`src/design/bepc_pkg.sv`:
```
`timescale 1ns / 1ps
`default_nettype none

package bepc_pkg;

   // Largest frame dimension supported by default
   localparam int MAX_DIM_DEFAULT = 4096;

   // Register and result field widths
   localparam int CFG_WIDTH       = 13;
   localparam int OUT_WIDTH       = 12;
   localparam int PIXEL_WIDTH     = 8;
   localparam int CSR_INDEX_WIDTH = 1;

   // Register indexes
   localparam logic [CSR_INDEX_WIDTH-1:0] CSR_FRAME_WIDTH  = 1'd0;
   localparam logic [CSR_INDEX_WIDTH-1:0] CSR_FRAME_HEIGHT = 1'd1;

   // Register reset values
   localparam logic [CFG_WIDTH-1:0] FRAME_WIDTH_RESET  = 13'd640;
   localparam logic [CFG_WIDTH-1:0] FRAME_HEIGHT_RESET = 13'd480;

   // Per-pixel control passed to the point tracker
   typedef struct packed {
      logic advance;    // a pixel transfer happens this cycle
      logic frame_end;  // that pixel is the last of the frame
   } step_type;

endpackage

`default_nettype wire

```
`src/design/bepc_position.sv`:
```
`timescale 1ns / 1ps
`default_nettype none

module bepc_position #(
   parameter int MAX_DIM = bepc_pkg::MAX_DIM_DEFAULT
) (
   input  wire logic                           clock,
   input  wire logic                           reset,
   input  wire logic                           advance,
   input  wire logic [bepc_pkg::CFG_WIDTH-1:0] frame_width,
   input  wire logic [bepc_pkg::CFG_WIDTH-1:0] frame_height,
   output logic      [$clog2(MAX_DIM)-1:0]     row,
   output logic      [$clog2(MAX_DIM)-1:0]     col,
   output logic                                frame_end
);

   localparam int CW = $clog2(MAX_DIM);
   localparam int MW = $clog2(MAX_DIM + 1);
   localparam int DW = (MW > bepc_pkg::CFG_WIDTH) ? MW : bepc_pkg::CFG_WIDTH;
   localparam logic [DW-1:0] DIM_MAX = DW'(MAX_DIM);

   logic [CW-1:0] row_ff, row_in;
   logic [CW-1:0] col_ff, col_in;
   logic [DW-1:0] width_eff, height_eff;
   logic [DW-1:0] frame_width_ext, frame_height_ext;
   logic [DW-1:0] col_next, row_next;
   logic          row_wrap;

   // Clamp dimensions: zero acts as one, oversize acts as the maximum
   assign frame_width_ext  = DW'(frame_width);
   assign frame_height_ext = DW'(frame_height);

   always_comb begin
      if (frame_width_ext == '0) begin
         width_eff = DW'(1);
      end else if (frame_width_ext > DIM_MAX) begin
         width_eff = DIM_MAX;
      end else begin
         width_eff = frame_width_ext;
      end
      if (frame_height_ext == '0) begin
         height_eff = DW'(1);
      end else if (frame_height_ext > DIM_MAX) begin
         height_eff = DIM_MAX;
      end else begin
         height_eff = frame_height_ext;
      end
   end

   // Row and frame boundaries for the pixel at the current position
   assign col_next  = DW'(col_ff) + DW'(1);
   assign row_wrap  = (col_next >= width_eff);
   assign row_next  = DW'(row_ff) + DW'(row_wrap);
   assign frame_end = (row_next >= height_eff);

   always_comb begin
      row_in = row_ff;
      col_in = col_ff;
      if (advance) begin
         if (frame_end) begin
            row_in = '0;
            col_in = '0;
         end else if (row_wrap) begin
            row_in = row_next[CW-1:0];
            col_in = '0;
         end else begin
            col_in = col_next[CW-1:0];
         end
      end
   end

   always_ff @(posedge clock) begin
      if (reset) begin
         row_ff <= '0;
         col_ff <= '0;
      end else begin
         row_ff <= row_in;
         col_ff <= col_in;
      end
   end

   assign row = row_ff;
   assign col = col_ff;

endmodule

`default_nettype wire

```
`src/design/bepc_tracker.sv`:
```
`timescale 1ns / 1ps
`default_nettype none

module bepc_tracker #(
   parameter int MAX_DIM = bepc_pkg::MAX_DIM_DEFAULT
) (
   input  wire logic                           clock,
   input  wire logic                           reset,
   input  wire bepc_pkg::step_type             step,
   input  wire logic                           foreground,
   input  wire logic [$clog2(MAX_DIM)-1:0]     row,
   input  wire logic [$clog2(MAX_DIM)-1:0]     col,
   output logic      [bepc_pkg::OUT_WIDTH-1:0] center_row,
   output logic      [bepc_pkg::OUT_WIDTH-1:0] center_col,
   output logic                                found
);

   localparam int CW = $clog2(MAX_DIM);
   localparam int SW = CW + 2;

   logic          any_seen_ff, any_seen_in;
   logic [CW-1:0] first_row_ff, first_row_in;
   logic [CW-1:0] first_col_ff, first_col_in;
   logic [CW-1:0] last_row_ff, last_row_in;
   logic [CW-1:0] last_col_ff, last_col_in;
   logic [CW-1:0] left_row_ff, left_row_in;
   logic [CW-1:0] left_col_ff, left_col_in;
   logic [CW-1:0] right_row_ff, right_row_in;
   logic [CW-1:0] right_col_ff, right_col_in;
   logic [SW-1:0] row_sum, col_sum;

   // Extreme point update for a foreground pixel
   always_comb begin
      any_seen_in  = any_seen_ff;
      first_row_in = first_row_ff;
      first_col_in = first_col_ff;
      last_row_in  = last_row_ff;
      last_col_in  = last_col_ff;
      left_row_in  = left_row_ff;
      left_col_in  = left_col_ff;
      right_row_in = right_row_ff;
      right_col_in = right_col_ff;
      if (step.advance && foreground) begin
         if (!any_seen_ff) begin
            // first foreground pixel seeds every point
            first_row_in = row;
            first_col_in = col;
            left_row_in  = row;
            left_col_in  = col;
            right_row_in = row;
            right_col_in = col;
            any_seen_in  = 1'b1;
         end else begin
            if (col <= left_col_ff) begin
               left_row_in = row;
               left_col_in = col;
            end
            if (col >= right_col_ff) begin
               right_row_in = row;
               right_col_in = col;
            end
         end
         last_row_in = row;
         last_col_in = col;
      end
   end

   // Mean of the four points, including the pixel now transferred
   assign row_sum = SW'(first_row_in) + SW'(last_row_in)
                  + SW'(left_row_in) + SW'(right_row_in);
   assign col_sum = SW'(first_col_in) + SW'(last_col_in)
                  + SW'(left_col_in) + SW'(right_col_in);

   always_comb begin
      if (any_seen_in) begin
         center_row = bepc_pkg::OUT_WIDTH'(row_sum[SW-1:2]);
         center_col = bepc_pkg::OUT_WIDTH'(col_sum[SW-1:2]);
      end else begin
         center_row = '0;
         center_col = '0;
      end
   end

   assign found = any_seen_in;

   // Seen flag restarts each frame; point registers are only read once it is set
   always_ff @(posedge clock) begin
      if (reset) begin
         any_seen_ff <= 1'b0;
      end else if (step.advance && step.frame_end) begin
         any_seen_ff <= 1'b0;
      end else begin
         any_seen_ff <= any_seen_in;
      end
   end

   always_ff @(posedge clock) begin
      first_row_ff <= first_row_in;
      first_col_ff <= first_col_in;
      last_row_ff  <= last_row_in;
      last_col_ff  <= last_col_in;
      left_row_ff  <= left_row_in;
      left_col_ff  <= left_col_in;
      right_row_ff <= right_row_in;
      right_col_ff <= right_col_in;
   end

endmodule

`default_nettype wire

```
`src/design/blob_extreme_point_center_core.sv`:
```
// The result is valid in the cycle after the transfer of the last pixel of a frame.
// Throughput: one pixel per cycle when not stalled; the pixel counters and point compares are combinational.
// The input stalls only when a frame-ending pixel arrives while the previous result is held.
// Reset (synchronous, active high) sets the frame size to 640 x 480, clears the position
// counters, the seen flag and the result valid.
`timescale 1ns / 1ps
`default_nettype none

module blob_extreme_point_center_core #(
   parameter int MAX_DIM = bepc_pkg::MAX_DIM_DEFAULT
) (
   input  wire logic                                 clock,
   input  wire logic                                 reset,
   input  wire logic                                 req_valid,
   output logic                                      req_stall,
   input  wire logic [bepc_pkg::PIXEL_WIDTH-1:0]     req_pixel_value,
   output logic                                      rsp_valid,
   input  wire logic                                 rsp_stall,
   output logic      [bepc_pkg::OUT_WIDTH-1:0]       rsp_center_row,
   output logic      [bepc_pkg::OUT_WIDTH-1:0]       rsp_center_col,
   output logic                                      rsp_found,
   input  wire logic                                 csr_write_enable,
   input  wire logic [bepc_pkg::CSR_INDEX_WIDTH-1:0] csr_index,
   input  wire logic [bepc_pkg::CFG_WIDTH-1:0]       csr_write_data
);

   localparam int CW = $clog2(MAX_DIM);

   logic [bepc_pkg::CFG_WIDTH-1:0] frame_width_ff, frame_height_ff;
   logic [CW-1:0]                  row, col;
   logic                           frame_end;
   logic                           req_transfer, rsp_transfer;
   bepc_pkg::step_type             step;
   logic [bepc_pkg::OUT_WIDTH-1:0] center_row, center_col;
   logic                           found;
   logic                           rsp_valid_ff, rsp_valid_in;
   logic [bepc_pkg::OUT_WIDTH-1:0] center_row_ff, center_col_ff;
   logic                           found_ff;

   // Frame size registers
   always_ff @(posedge clock) begin
      if (reset) begin
         frame_width_ff  <= bepc_pkg::FRAME_WIDTH_RESET;
         frame_height_ff <= bepc_pkg::FRAME_HEIGHT_RESET;
      end else if (csr_write_enable) begin
         case (csr_index)
            bepc_pkg::CSR_FRAME_WIDTH:  frame_width_ff  <= csr_write_data;
            bepc_pkg::CSR_FRAME_HEIGHT: frame_height_ff <= csr_write_data;
            default: ;
         endcase
      end
   end

   // Handshake: only a frame-ending pixel needs a free result register
   assign rsp_transfer = rsp_valid_ff && !rsp_stall;
   assign req_stall    = rsp_valid_ff && rsp_stall && frame_end;
   assign req_transfer = req_valid && !req_stall;

   assign step = '{advance: req_transfer, frame_end: frame_end};

   bepc_position #(
      .MAX_DIM (MAX_DIM)
   ) u_position (
      .clock        (clock),
      .reset        (reset),
      .advance      (req_transfer),
      .frame_width  (frame_width_ff),
      .frame_height (frame_height_ff),
      .row          (row),
      .col          (col),
      .frame_end    (frame_end)
   );

   bepc_tracker #(
      .MAX_DIM (MAX_DIM)
   ) u_tracker (
      .clock      (clock),
      .reset      (reset),
      .step       (step),
      .foreground (req_pixel_value != '0),
      .row        (row),
      .col        (col),
      .center_row (center_row),
      .center_col (center_col),
      .found      (found)
   );

   // Result register
   always_comb begin
      rsp_valid_in = rsp_valid_ff;
      if (rsp_transfer) begin
         rsp_valid_in = 1'b0;
      end
      if (req_transfer && frame_end) begin
         rsp_valid_in = 1'b1;
      end
   end

   always_ff @(posedge clock) begin
      if (reset) begin
         rsp_valid_ff <= 1'b0;
      end else begin
         rsp_valid_ff <= rsp_valid_in;
      end
   end

   always_ff @(posedge clock) begin
      if (req_transfer && frame_end) begin
         center_row_ff <= center_row;
         center_col_ff <= center_col;
         found_ff      <= found;
      end
   end

   assign rsp_valid      = rsp_valid_ff;
   assign rsp_center_row = center_row_ff;
   assign rsp_center_col = center_col_ff;
   assign rsp_found      = found_ff;

endmodule

`default_nettype wire
```
`config.mk`:
```
export PLATFORM = sky130hd
export DESIGN_NAME = blob_extreme_point_center_core
export DESIGN_NICKNAME = d
export VERILOG_FILES = /design/src/design/bepc_pkg.sv /design/src/design/bepc_position.sv /design/src/design/bepc_tracker.sv /design/src/design/blob_extreme_point_center_core.sv
export SDC_FILE = /design/constraint.sdc
export NUM_CORES = 1
export LEC_CHECK = 0
export BUFFER_PORTS_ARGS = -buffer_cell sky130_fd_sc_hd__buf_2
export CAP_MARGIN = 15
export CORE_ASPECT_RATIO = 1.2
export CORE_MARGIN = 2
export CORE_UTILIZATION = 60
export DETAILED_ROUTE_END_ITERATION = 12
export PLACE_DENSITY = 0.84
export SLEW_MARGIN = 30
export SYNTH_ARGS = -nofsm -noshare
export SYNTH_HDL_FRONTEND = slang
export SYNTH_HIERARCHICAL = 1
export SYNTH_SLANG_ARGS = --single-unit
```
`constraint.sdc`:
```
create_clock -name clock -period 20.8 [get_ports clock]
set_input_delay 2.08 -clock clock [delete_from_list [all_inputs] [get_ports clock]]
set_output_delay 2.08 -clock clock [all_outputs]
set_load 0.005 [all_outputs]
```
==> results.sh, run 1 <==
export IMPL_post_synth_top_count_cell="inv_1"
export IMPL_rr_worst_depth=42
export IMPL_timing_rr_start="u_position/col[0]"
export IMPL_cts_sinks=173
export IMPL_utilization=0.668
export IMPL_grt_pass1_vias=7740
export IMPL_cts_tree="yes"
export IMPL_r2r_setup_slack_ns=10.25
export IMPL_grt_pass1_wl_um=36900
export IMPL_synth_seq_cells=173
export IMPL_netSwitchingPower_w=0.000200
export IMPL_synth_edf_count=25
export IMPL_route_detailed_drc=0
export IMPL_status="finished clean"
export IMPL_p_leak_nw=5.68
export IMPL_final_hold_viol_count=0
export IMPL_setup_tns_ns=0
export IMPL_holdBufCountCts=0
export IMPL_wire_per_inst_um=16.0
export IMPL_synth_common_cells="153 x inv_1, 148 x dfxtp_1, 114 x mux2i_1"
export IMPL_synth_area_um2=10700
export IMPL_gp_congestion=0.883
export IMPL_cts_root_buffer="clkbuf_16"
export IMPL_p_int_w=0.000536
export IMPL_seqPwrFrac=0.475
export IMPL_path_delay_family="simple AND/OR/NAND/NOR gates"
export IMPL_grt_usage=0.241
export IMPL_drv_slew=0
export IMPL_rsz0062_at_grt="false"
export IMPL_yosysUniqueCellTypes=70
export IMPL_async_reset_ff_frac=0
export IMPL_die_y_um=150
export IMPL_hp_class="register to register"
export IMPL_grt_max_degree=66
export IMPL_antenna_found_initial=0
export IMPL_cts_setup_buffers=0
export IMPL_clock_power_share=0.422
export IMPL_dp_hpwl_um=15900
export IMPL_worstMarginPinSlew_ns=0.796
export IMPL_maxCapViolCount=0
export IMPL_grt_overflow_total=0
export IMPL_path_class="register to register"
export IMPL_crit_path_max_fanout=27
export IMPL_drt_pass1_iter_count=6
export IMPL_finalClockSkew_ns=0.0117
export IMPL_slew_headroom=0.465
export IMPL_placementRows=53
export IMPL_vias=7896
export IMPL_port_buffers=53
export IMPL_fmax_mhz=94.8
export IMPL_synth_nets=1260
export IMPL_reg_top3="frame_height_ff (13), frame_width_ff (13)"
export IMPL_final_nets=1297
export IMPL_insertion_delay_ns=0.44
export IMPL_detail_route_antenna_nets=0
export IMPL_h_tree_depth=4
export IMPL_fp_dieW_um=126
export IMPL_ioPinCount=54
export IMPL_clk_pin_slew_worst_paths_ns=0.07
export IMPL_synth_area_leader_cell="dfxtp_1"
export IMPL_ys_warn_count=6
export IMPL_critPathCapture="rsp_center_row[11]"
export IMPL_slowest_delay_ns=0.57
export IMPL_drt_iter0_drc=554
export IMPL_start_kind="register"
export IMPL_wl_met2_um=10800
export IMPL_irDropWorstVdd_uv=51.5
export IMPL_path_depth=42
export IMPL_crit_start="u_position/col[0]"
export IMPL_top_layer="met4"
export IMPL_clockBufferDepth=2
export IMPL_area_delta_synth_final_pct=9.05
export IMPL_crit_arrival_ns=10.82
export IMPL_post_route_min_period_ns=10.55
export IMPL_synth_ff_type="dfxtp_1"
export IMPL_numCtsBuffers=17
export IMPL_swShare=0.272
export IMPL_diodes=0
export IMPL_synth_top_cell_area_share=0.276
export IMPL_holdPathStages=2
export IMPL_met1_length_um=9780
export IMPL_path_buf_inv=5
export IMPL_fin_crit_sh=0.507
export IMPL_synth_cells=1110
export IMPL_routed_wl_um=22100
export IMPL_yosysSeqAreaShare=0.346
export IMPL_share_comb_of_total_power=0.103
export IMPL_synthTopCellsByArea="dfxtp_1 28%, mux2i_1 11%, fa_1 9.0%"
export IMPL_drt_vias_per_instance=5.72
export IMPL_core_area_um2=17500
export IMPL_initial_core_util=0.613
export IMPL_syn_area_per_cell_um2=9.66
export IMPL_finalSetupViolCount=0
export IMPL_path_common_cell="ha_1"
export IMPL_dieArea_um2=19000
export IMPL_cts_resized=0
export IMPL_cp_end_kind="register"
export IMPL_required_ns=21.07
export IMPL_r2r_end="rsp_center_row[11]"
export IMPL_power_density_nw_per_um2=62.9
export IMPL_wl_met3_um=1130
export IMPL_crit_path_top_delay_cell="or4_4"
export IMPL_drive_above_1_share=0.122
how the worst min path moves through the flow:
stage | start | endpoint | slack [ns]
3_3_place_gp | frame_width_ff[0] | frame_width_ff[0] | 0.46
4_1_cts | frame_width_ff[0] | frame_width_ff[0] | 0.48
3_5_place_dp | u_tracker/left_row_ff[1] | u_tracker/left_row_ff[1] | 0.47
6_report | frame_width_ff[0] | frame_width_ff[0] | 0.48
5_1_grt | u_tracker/left_row_ff[10] | u_tracker/left_row_ff[10] | 0.50
2_1_floorplan | frame_height_ff[0] | frame_height_ff[0] | 0.45
through the flow:
| step | setup slack, ns | hold slack (ns) | total power (W) | cell area [µm²] | cells |
|---|---|---|---|---|---|
| floorplan | 11.63 | 0.448 | 0.000413 | 10700 | 1110 |
| global placement | 10.86 | 0.463 | 0.000429 | 11100 | 1348 |
| detailed placement | 10.52 | 0.469 | 0.000431 | 11100 | 1348 |
| CTS | 10.38 | 0.483 | 0.000741 | 11700 | 1380 |
| global route | 9.41 | 0.497 | 0.000762 | 11700 | 1380 |
| finish | 10.25 | 0.481 | 0.000735 | 11700 | 1380 |
worst register-to-register path, delay by kind of cell (launching register included):
family,cells,cell delay [ns]
AO/OA/AOI/OAI,9,2.11
adder cells (fa/ha/maj),7,2.28
XOR/XNOR,2,0.21
AND/OR/NAND/NOR,18,3.61
multiplexers,1,0.35
flip-flops,1,0.56
buffers and inverters,5,1.28
power by group through the flow:
stage | combinational [W] | sequential [W] | clock (W)
6_report | 0.0000758 | 0.000349 | 0.000310
5_1_grt | 0.0000824 | 0.000350 | 0.000329
4_1_cts | 0.0000755 | 0.000349 | 0.000316
3_5_place_dp | 0.0000743 | 0.000357 | 0
3_3_place_gp | 0.0000724 | 0.000356 | 0
2_1_floorplan | 0.0000584 | 0.000355 | 0
placed cells by master, fill, tap and decap left out, drive strengths merged, types with 5 or more instances in the layout:
cell type	n
nand3b	7
clkinv	7
mux2i	114
a21o	12
ha	75
o21ai	32
nor4	13
a211o	6
a22oi	8
mux2	29
nor2b	9
xnor2	17
nand4	13
a31oi	10
dfxtp	148
nor3	12
buf	60
and3	18
nand2b	38
xor2	8
a21oi	53
fa	48
nor2	48
nand3	39
inv	161
and2	5
a211oi	5
clkbuf	17
nand2	76
edfxtp	25
kinds of logic after synthesis:
| logic type | synth area share |
|---|---|
| DFF | 0.346 |
| adders and majority gates | 0.177 |
| and+or+nand+nor | 0.149 |
| muxes | 0.137 |
| buffers and inverters | 0.0743 |
| AOI/OAI and AO/OA | 0.0952 |
| xor gates and xnor gates | 0.0204 |
layout make-up:
| class | instances | area [µm²] |
|---|---|---|
| inverters | 154 | 578 |
| clock buffers | 17 | 425 |
| flip-flops and latches | 173 | 3710 |
| clock inverters | 15 | 154 |
| fillers | 1334 | 5810 |
| multi-input cells | 741 | 6230 |
| well taps | 220 | 275 |
| repair buffers | 60 | 320 |
metal layers:
metal,track usage,up-vias
li1,-,3867
met1,0.299,3746
met2,0.413,240
met3,0.0526,43
met4,0.0874,0
met5,0,-
No activity file was read; power rests on OpenSTA's default activity.
==> run 2: changes to the inputs <==
- ABC_AREA: default -> 1
- clock period: 20.8 -> 10.4 ns (I/O delays scaled with it)
==> results.sh, run 2 <==
export IMPL_cts_tree="yes"
export IMPL_drt_iter0_drc=673
export IMPL_area_delta_synth_final_pct=9.02
export IMPL_drv_slew=0
export IMPL_route_detailed_drc=0
export IMPL_synth_edf_count=25
export IMPL_fin_crit_sh=0.903
export IMPL_synth_cells=1423
export IMPL_gp_congestion=0.897
export IMPL_ioPinCount=54
export IMPL_irDropWorstVdd_uv=203
export IMPL_synth_top_cell_area_share=0.274
export IMPL_drt_vias_per_instance=5.31
export IMPL_routed_wl_um=23700
export IMPL_start_kind="register"
export IMPL_cp_end_kind="register"
export IMPL_synth_nets=1573
export IMPL_path_common_cell="inv_1"
export IMPL_status="finished clean"
export IMPL_clk_pin_slew_worst_paths_ns=0.06
export IMPL_core_area_um2=17600
export IMPL_placementRows=53
export IMPL_dpl_cell_area_um2=11200
export IMPL_diodes=0
export IMPL_power_density_nw_per_um2=296
export IMPL_hp_class="register to register"
export IMPL_dieArea_um2=19100
export IMPL_maxCapViolCount=0
export IMPL_cts_root_buffer="clkbuf_16"
export IMPL_fp_dieW_um=126
export IMPL_drive_above_1_share=0.138
export IMPL_async_reset_ff_frac=0
export IMPL_vias=9005
export IMPL_share_comb_of_total_power=0.518
export IMPL_grt_usage=0.253
export IMPL_required_ns=10.58
export IMPL_path_class="register to register"
export IMPL_fin_area_um2=11800
export IMPL_final_nets=1614
export IMPL_initial_core_util=0.614
export IMPL_setup_tns_ns=0
export IMPL_yosysUniqueCellTypes=43
export IMPL_p_int_w=0.00195
export IMPL_path_delay_family="simple AND/OR/NAND/NOR gates"
export IMPL_synth_compound_area_share=0.105
export IMPL_post_route_min_period_ns=9.39
export IMPL_dp_hpwl_um=17200
export IMPL_ys_warn_count=6
export IMPL_crit_arrival_ns=9.58
export IMPL_crit_path_top_delay_cell="dfxtp_1"
export IMPL_clockBufferDepth=2
export IMPL_slowest_delay_ns=0.51
export IMPL_syn_area_per_cell_um2=7.59
export IMPL_grt_pass1_wl_um=39300
export IMPL_drt_pass1_iter_count=9
export IMPL_netSwitchingPower_w=0.00154
export IMPL_crit_path_max_fanout=28
export IMPL_swShare=0.441
export IMPL_synth_area_leader_cell="dfxtp_1"
export IMPL_grt_overflow_total=0
export IMPL_holdBufCountCts=0
export IMPL_cts_setup_buffers=0
export IMPL_finalClockSkew_ns=0.00711
export IMPL_cts_resized=0
export IMPL_clock_power_share=0.191
export IMPL_fmax_mhz=106
export IMPL_insertion_delay_ns=0.43
export IMPL_synth_area_um2=10800
export IMPL_post_synth_top_count_cell="nand2_1"
export IMPL_slew_headroom=0.410
export IMPL_finalSetupViolCount=0
export IMPL_path_buf_inv=11
export IMPL_n_fill_cell=1342
export IMPL_final_common_cell="nand2_1"
export IMPL_worstMarginPinSlew_ns=0.884
export IMPL_seqPwrFrac=0.290
export IMPL_synth_ff_type="dfxtp_1"
export IMPL_rsz0062_at_grt="false"
export IMPL_reg_top3="frame_height_ff (13), frame_width_ff (13)"
export IMPL_grt_max_degree=47
export IMPL_grt_pass1_vias=8603
export IMPL_synth_top_family_by_area="simple AND/OR/NAND/NOR gates"
export IMPL_yosysSeqAreaShare=0.344
export IMPL_synth_mux_area_frac=0
export IMPL_antenna_found_initial=0
export IMPL_synth_seq_cells=173
export IMPL_final_hold_viol_count=0
export IMPL_p_leak_nw=5.63
export IMPL_die_y_um=151
export IMPL_synth_simple_area_share=0.229
export IMPL_detail_route_antenna_nets=0
export IMPL_numCtsBuffers=17
export IMPL_synthTopCellsByArea="dfxtp_1 27%, nand2_1 9.8%, inv_1 9.7%"
export IMPL_final_cell_mix="283 x nand2_1, 278 x inv_1, 148 x dfxtp_1"
export IMPL_h_tree_depth=4
export IMPL_synth_xor_area_frac=0.0185
export IMPL_wire_per_inst_um=14.0
export IMPL_cts_sinks=173
export IMPL_synthAdderAreaFrac=0.176
export IMPL_port_buffers=53
export IMPL_synth_common_cells="283 x nand2_1, 278 x inv_1, 148 x dfxtp_1"
[run 2: cell types whose count changed after synthesis, moves of 38 or more]
cell / previous run / this run
inv_1: 153 / 278
mux2i_1: 114 / 0
nand2_1: 73 / 283
nand2b_1: 38 / 0
nor2_1: 47 / 127
o21ai_0: 27 / 101
[run 2: worst reg2reg max path: cells and delay by family (launching register included)]
| kind | cells | cell delay [ns] |
|---|---|---|
| buffers and inverters | 11 | 1.49 |
| flip-flops | 1 | 0.51 |
| AND/OR/NAND/NOR | 21 | 3.34 |
| XOR/XNOR | 3 | 0.46 |
| AO/OA/AOI/OAI | 5 | 0.99 |
| adder cells (fa/ha/maj) | 7 | 2.34 |
[run 2: path summary, 6_finish.rpt]
path                               endpoint  depth (start not counted)                 startpoint  slack (ns)
hold reg to reg   u_tracker/first_col_ff[4]                          2  u_tracker/first_col_ff[4]        0.48
setup reg to reg          rsp_center_col[7]                         47          u_position/col[7]        1.01
hold / removal    u_tracker/first_col_ff[4]                          2  u_tracker/first_col_ff[4]        0.48
setup / recovery          rsp_center_col[7]                         47          u_position/col[7]        1.01
[run 2: layout make-up]
class / instances / area [µm²] / area share
tap: 220 / 275 / 0.0234
clock buffer: 20 / 458 / 0.0389
clock inverter: 11 / 156 / 0.0133
sequential: 173 / 3710 / 0.316
inverter: 303 / 1140 / 0.0966
multi-input combinational: 909 / 5710 / 0.485
timing repair buffer: 60 / 318 / 0.0270
[run 2: routing by layer]
| layer | wire length (µm) | part of all wire | vias up | global-route usage |
|---|---|---|---|---|
| met2 | 11800 | 0.50 | 288 | 0.456 |
| met3 | 1120 | 0.047 | 43 | 0.0396 |
| li1 | - | - | 4506 | - |
| met1 | 10200 | 0.43 | 4168 | 0.305 |
| met5 | 0 | 0 | - | 0 |
| met4 | 497 | 0.021 | 0 | 0.0923 |
[run 2: kinds of logic (layout without fill, tap and decap cells)]
| family | after synthesis | after routing |
|---|---|---|
| compound gates | 202 | 202 |
| fa+ha+maj | 123 | 123 |
| buf+inv | 341 | 394 |
| flops | 173 | 173 |
| xor+xnor | 22 | 22 |
| simple gates | 562 | 562 |
[run 2: power by group through the flow]
stage	Clock (W)	Sequential [W]	Combinational, W
finish	0.000667	0.00101	0.00181
global route	0.000699	0.00103	0.00205
CTS	0.000675	0.00101	0.00178
detailed placement	0	0.00102	0.00173
global placement	0	0.00102	0.00168
floorplan	0	0.000995	0.00138
[run 2: per-stage QoR]
stage	util	worst slack, ns	hold WS [ns]	power (W)	instances
floorplan	-	2.77	0.437	0.00238	1423
global placement	0.635	1.56	0.450	0.00269	1665
detailed placement	0.635	1.25	0.458	0.00275	1665
CTS	0.670	1.12	0.474	0.00347	1696
global route	0.670	0.304	0.499	0.00378	1696
finish	0.670	1.01	0.477	0.00349	1696
==> run 3: changes to the inputs <==
- CORE_ASPECT_RATIO: 1.2 -> default
- CTS_CLUSTER_DIAMETER: default -> 50
==> results.sh, run 3 (same netlist as run 2, synthesis figures left out) <==
export IMPL_fin_ws_ns=0.946
export IMPL_area_delta_synth_final_pct=8.72
export IMPL_slowest_delay_ns=0.58
export IMPL_wire_per_inst_um=13.6
export IMPL_port_buffers=53
export IMPL_h_tree_depth=4
export IMPL_worstMarginPinSlew_ns=0.912
export IMPL_holdBufCountCts=0
export IMPL_final_common_cell="nand2_1"
export IMPL_cts_tree="yes"
export IMPL_final_cell_mix="283 x nand2_1, 278 x inv_1, 148 x dfxtp_1"
export IMPL_cp_end_kind="register"
export IMPL_setup_tns_ns=0
export IMPL_share_comb_of_total_power=0.523
export IMPL_start_kind="register"
export IMPL_dp_hpwl_um=17500
export IMPL_insertion_delay_ns=0.44
export IMPL_drt_iter0_drc=569
export IMPL_fp_dieW_um=138
export IMPL_drive_above_1_share=0.140
export IMPL_timing_rr_start="u_position/col[1]"
export IMPL_fmax_mhz=106
export IMPL_pre_cts_ws_ns=1.12
export IMPL_crit_arrival_ns=9.64
export IMPL_hp_class="register to register"
export IMPL_dpl_cell_area_um2=11200
export IMPL_hold_ws_ns=0.474
export IMPL_clockBufferDepth=2
export IMPL_fin_area_um2=11700
export IMPL_p_int_w=0.00190
export IMPL_placed_cells=1673
export IMPL_crit_path_top_delay_cell="fa_1"
export IMPL_placementRows=49
export IMPL_post_route_min_period_ns=9.45
export IMPL_seqPwrFrac=0.294
export IMPL_finalClockSkew_ns=0.00891
export IMPL_finalSetupViolCount=0
export IMPL_grt_pass1_vias=8746
export IMPL_drt_pass1_iter_count=5
export IMPL_path_class="register to register"
export IMPL_grt_max_degree=47
export IMPL_power_density_nw_per_um2=293
export IMPL_numCtsBuffers=17
export IMPL_initial_core_util=0.607
export IMPL_cts_sinks=173
export IMPL_cts_setup_buffers=0
export IMPL_r2r_setup_slack_ns=0.95
export IMPL_detail_route_antenna_nets=0
export IMPL_final_hold_viol_count=0
export IMPL_clock_power_share=0.183
export IMPL_grt_usage=0.249
export IMPL_slew_headroom=0.391
export IMPL_required_ns=10.59
export IMPL_fin_crit_sh=0.909
export IMPL_drt_vias_per_instance=5.24
export IMPL_grt_overflow_total=0
export IMPL_drv_slew=0
export IMPL_maxCapViolCount=0
export IMPL_crit_start="u_position/col[1]"
export IMPL_irDropWorstVdd_uv=231
export IMPL_cts_root_buffer="clkbuf_16"
export IMPL_clk_pin_slew_worst_paths_ns=0.07
export IMPL_core_area_um2=17800
export IMPL_route_detailed_drc=0
export IMPL_p_leak_nw=5.61
export IMPL_final_cells=1705
export IMPL_gp_congestion=0.883
export IMPL_vias=8933
export IMPL_status="finished clean"
export IMPL_dieArea_um2=19100
export IMPL_diodes=0
export IMPL_die_y_um=138
export IMPL_cts_resized=0
export IMPL_worstHoldStart="u_tracker/first_row_ff[1]"
export IMPL_routed_wl_um=23200
export IMPL_swShare=0.447
export IMPL_ioPinCount=54
export IMPL_netSwitchingPower_w=0.00153
export IMPL_rsz0062_at_grt="false"
export IMPL_crit_path_max_fanout=30
export IMPL_final_nets=1613
export IMPL_reg_top3="frame_height_ff (13), frame_width_ff (13)"
export IMPL_antenna_found_initial=0
export IMPL_grt_pass1_wl_um=39400
-- run 3: through the flow --
step | total power, W | utilization
floorplan | 0.00238 | -
global placement | 0.00271 | 0.628
detailed placement | 0.00278 | 0.628
CTS | 0.00343 | 0.660
global route | 0.00374 | 0.660
finish | 0.00344 | 0.660
-- run 3: power groups by stage --
| stage | combinational [W] | sequential, W | clock, W |
|---|---|---|---|
| 2_1_floorplan | 0.00138 | 0.000995 | 0 |
| 3_3_place_gp | 0.00170 | 0.00102 | 0 |
| 3_5_place_dp | 0.00176 | 0.00102 | 0 |
| 4_1_cts | 0.00178 | 0.00101 | 0.000637 |
| 5_1_grt | 0.00204 | 0.00103 | 0.000666 |
| 6_report | 0.00180 | 0.00101 | 0.000630 |
-- run 3: final timing paths --
check	depth (start not counted)	to
worst max-delay path	47	rsp_center_row[7]
worst max register to register	47	rsp_center_row[7]
worst min-delay path	2	u_tracker/first_row_ff[1]
worst min register to register	2	u_tracker/first_row_ff[1]
-- run 3: worst max-delay path: cells and delay by family (launching register included) --
kind | cells | cell delay (ns)
XOR/XNOR | 3 | 0.69
flip-flops | 1 | 0.51
AO/OA/AOI/OAI | 4 | 0.87
adder cells (fa/ha/maj) | 8 | 2.66
buffers and inverters | 10 | 1.46
AND/OR/NAND/NOR | 22 | 3.00
-- run 3: cell type report --
type / instances / area, µm²
fill: 1492 / 6040
multi-input combinational: 909 / 5710
sequential: 173 / 3710
inverter: 303 / 1140
clock buffer: 20 / 467
timing repair buffer: 59 / 310
tap: 229 / 287
clock inverter: 12 / 111
-- run 3: routing by layer --
layer	global-route usage	share of wire
met1	0.320	0.45
met2	0.425	0.48
met3	0.0481	0.052
met4	0.0773	0.021
met5	0	0
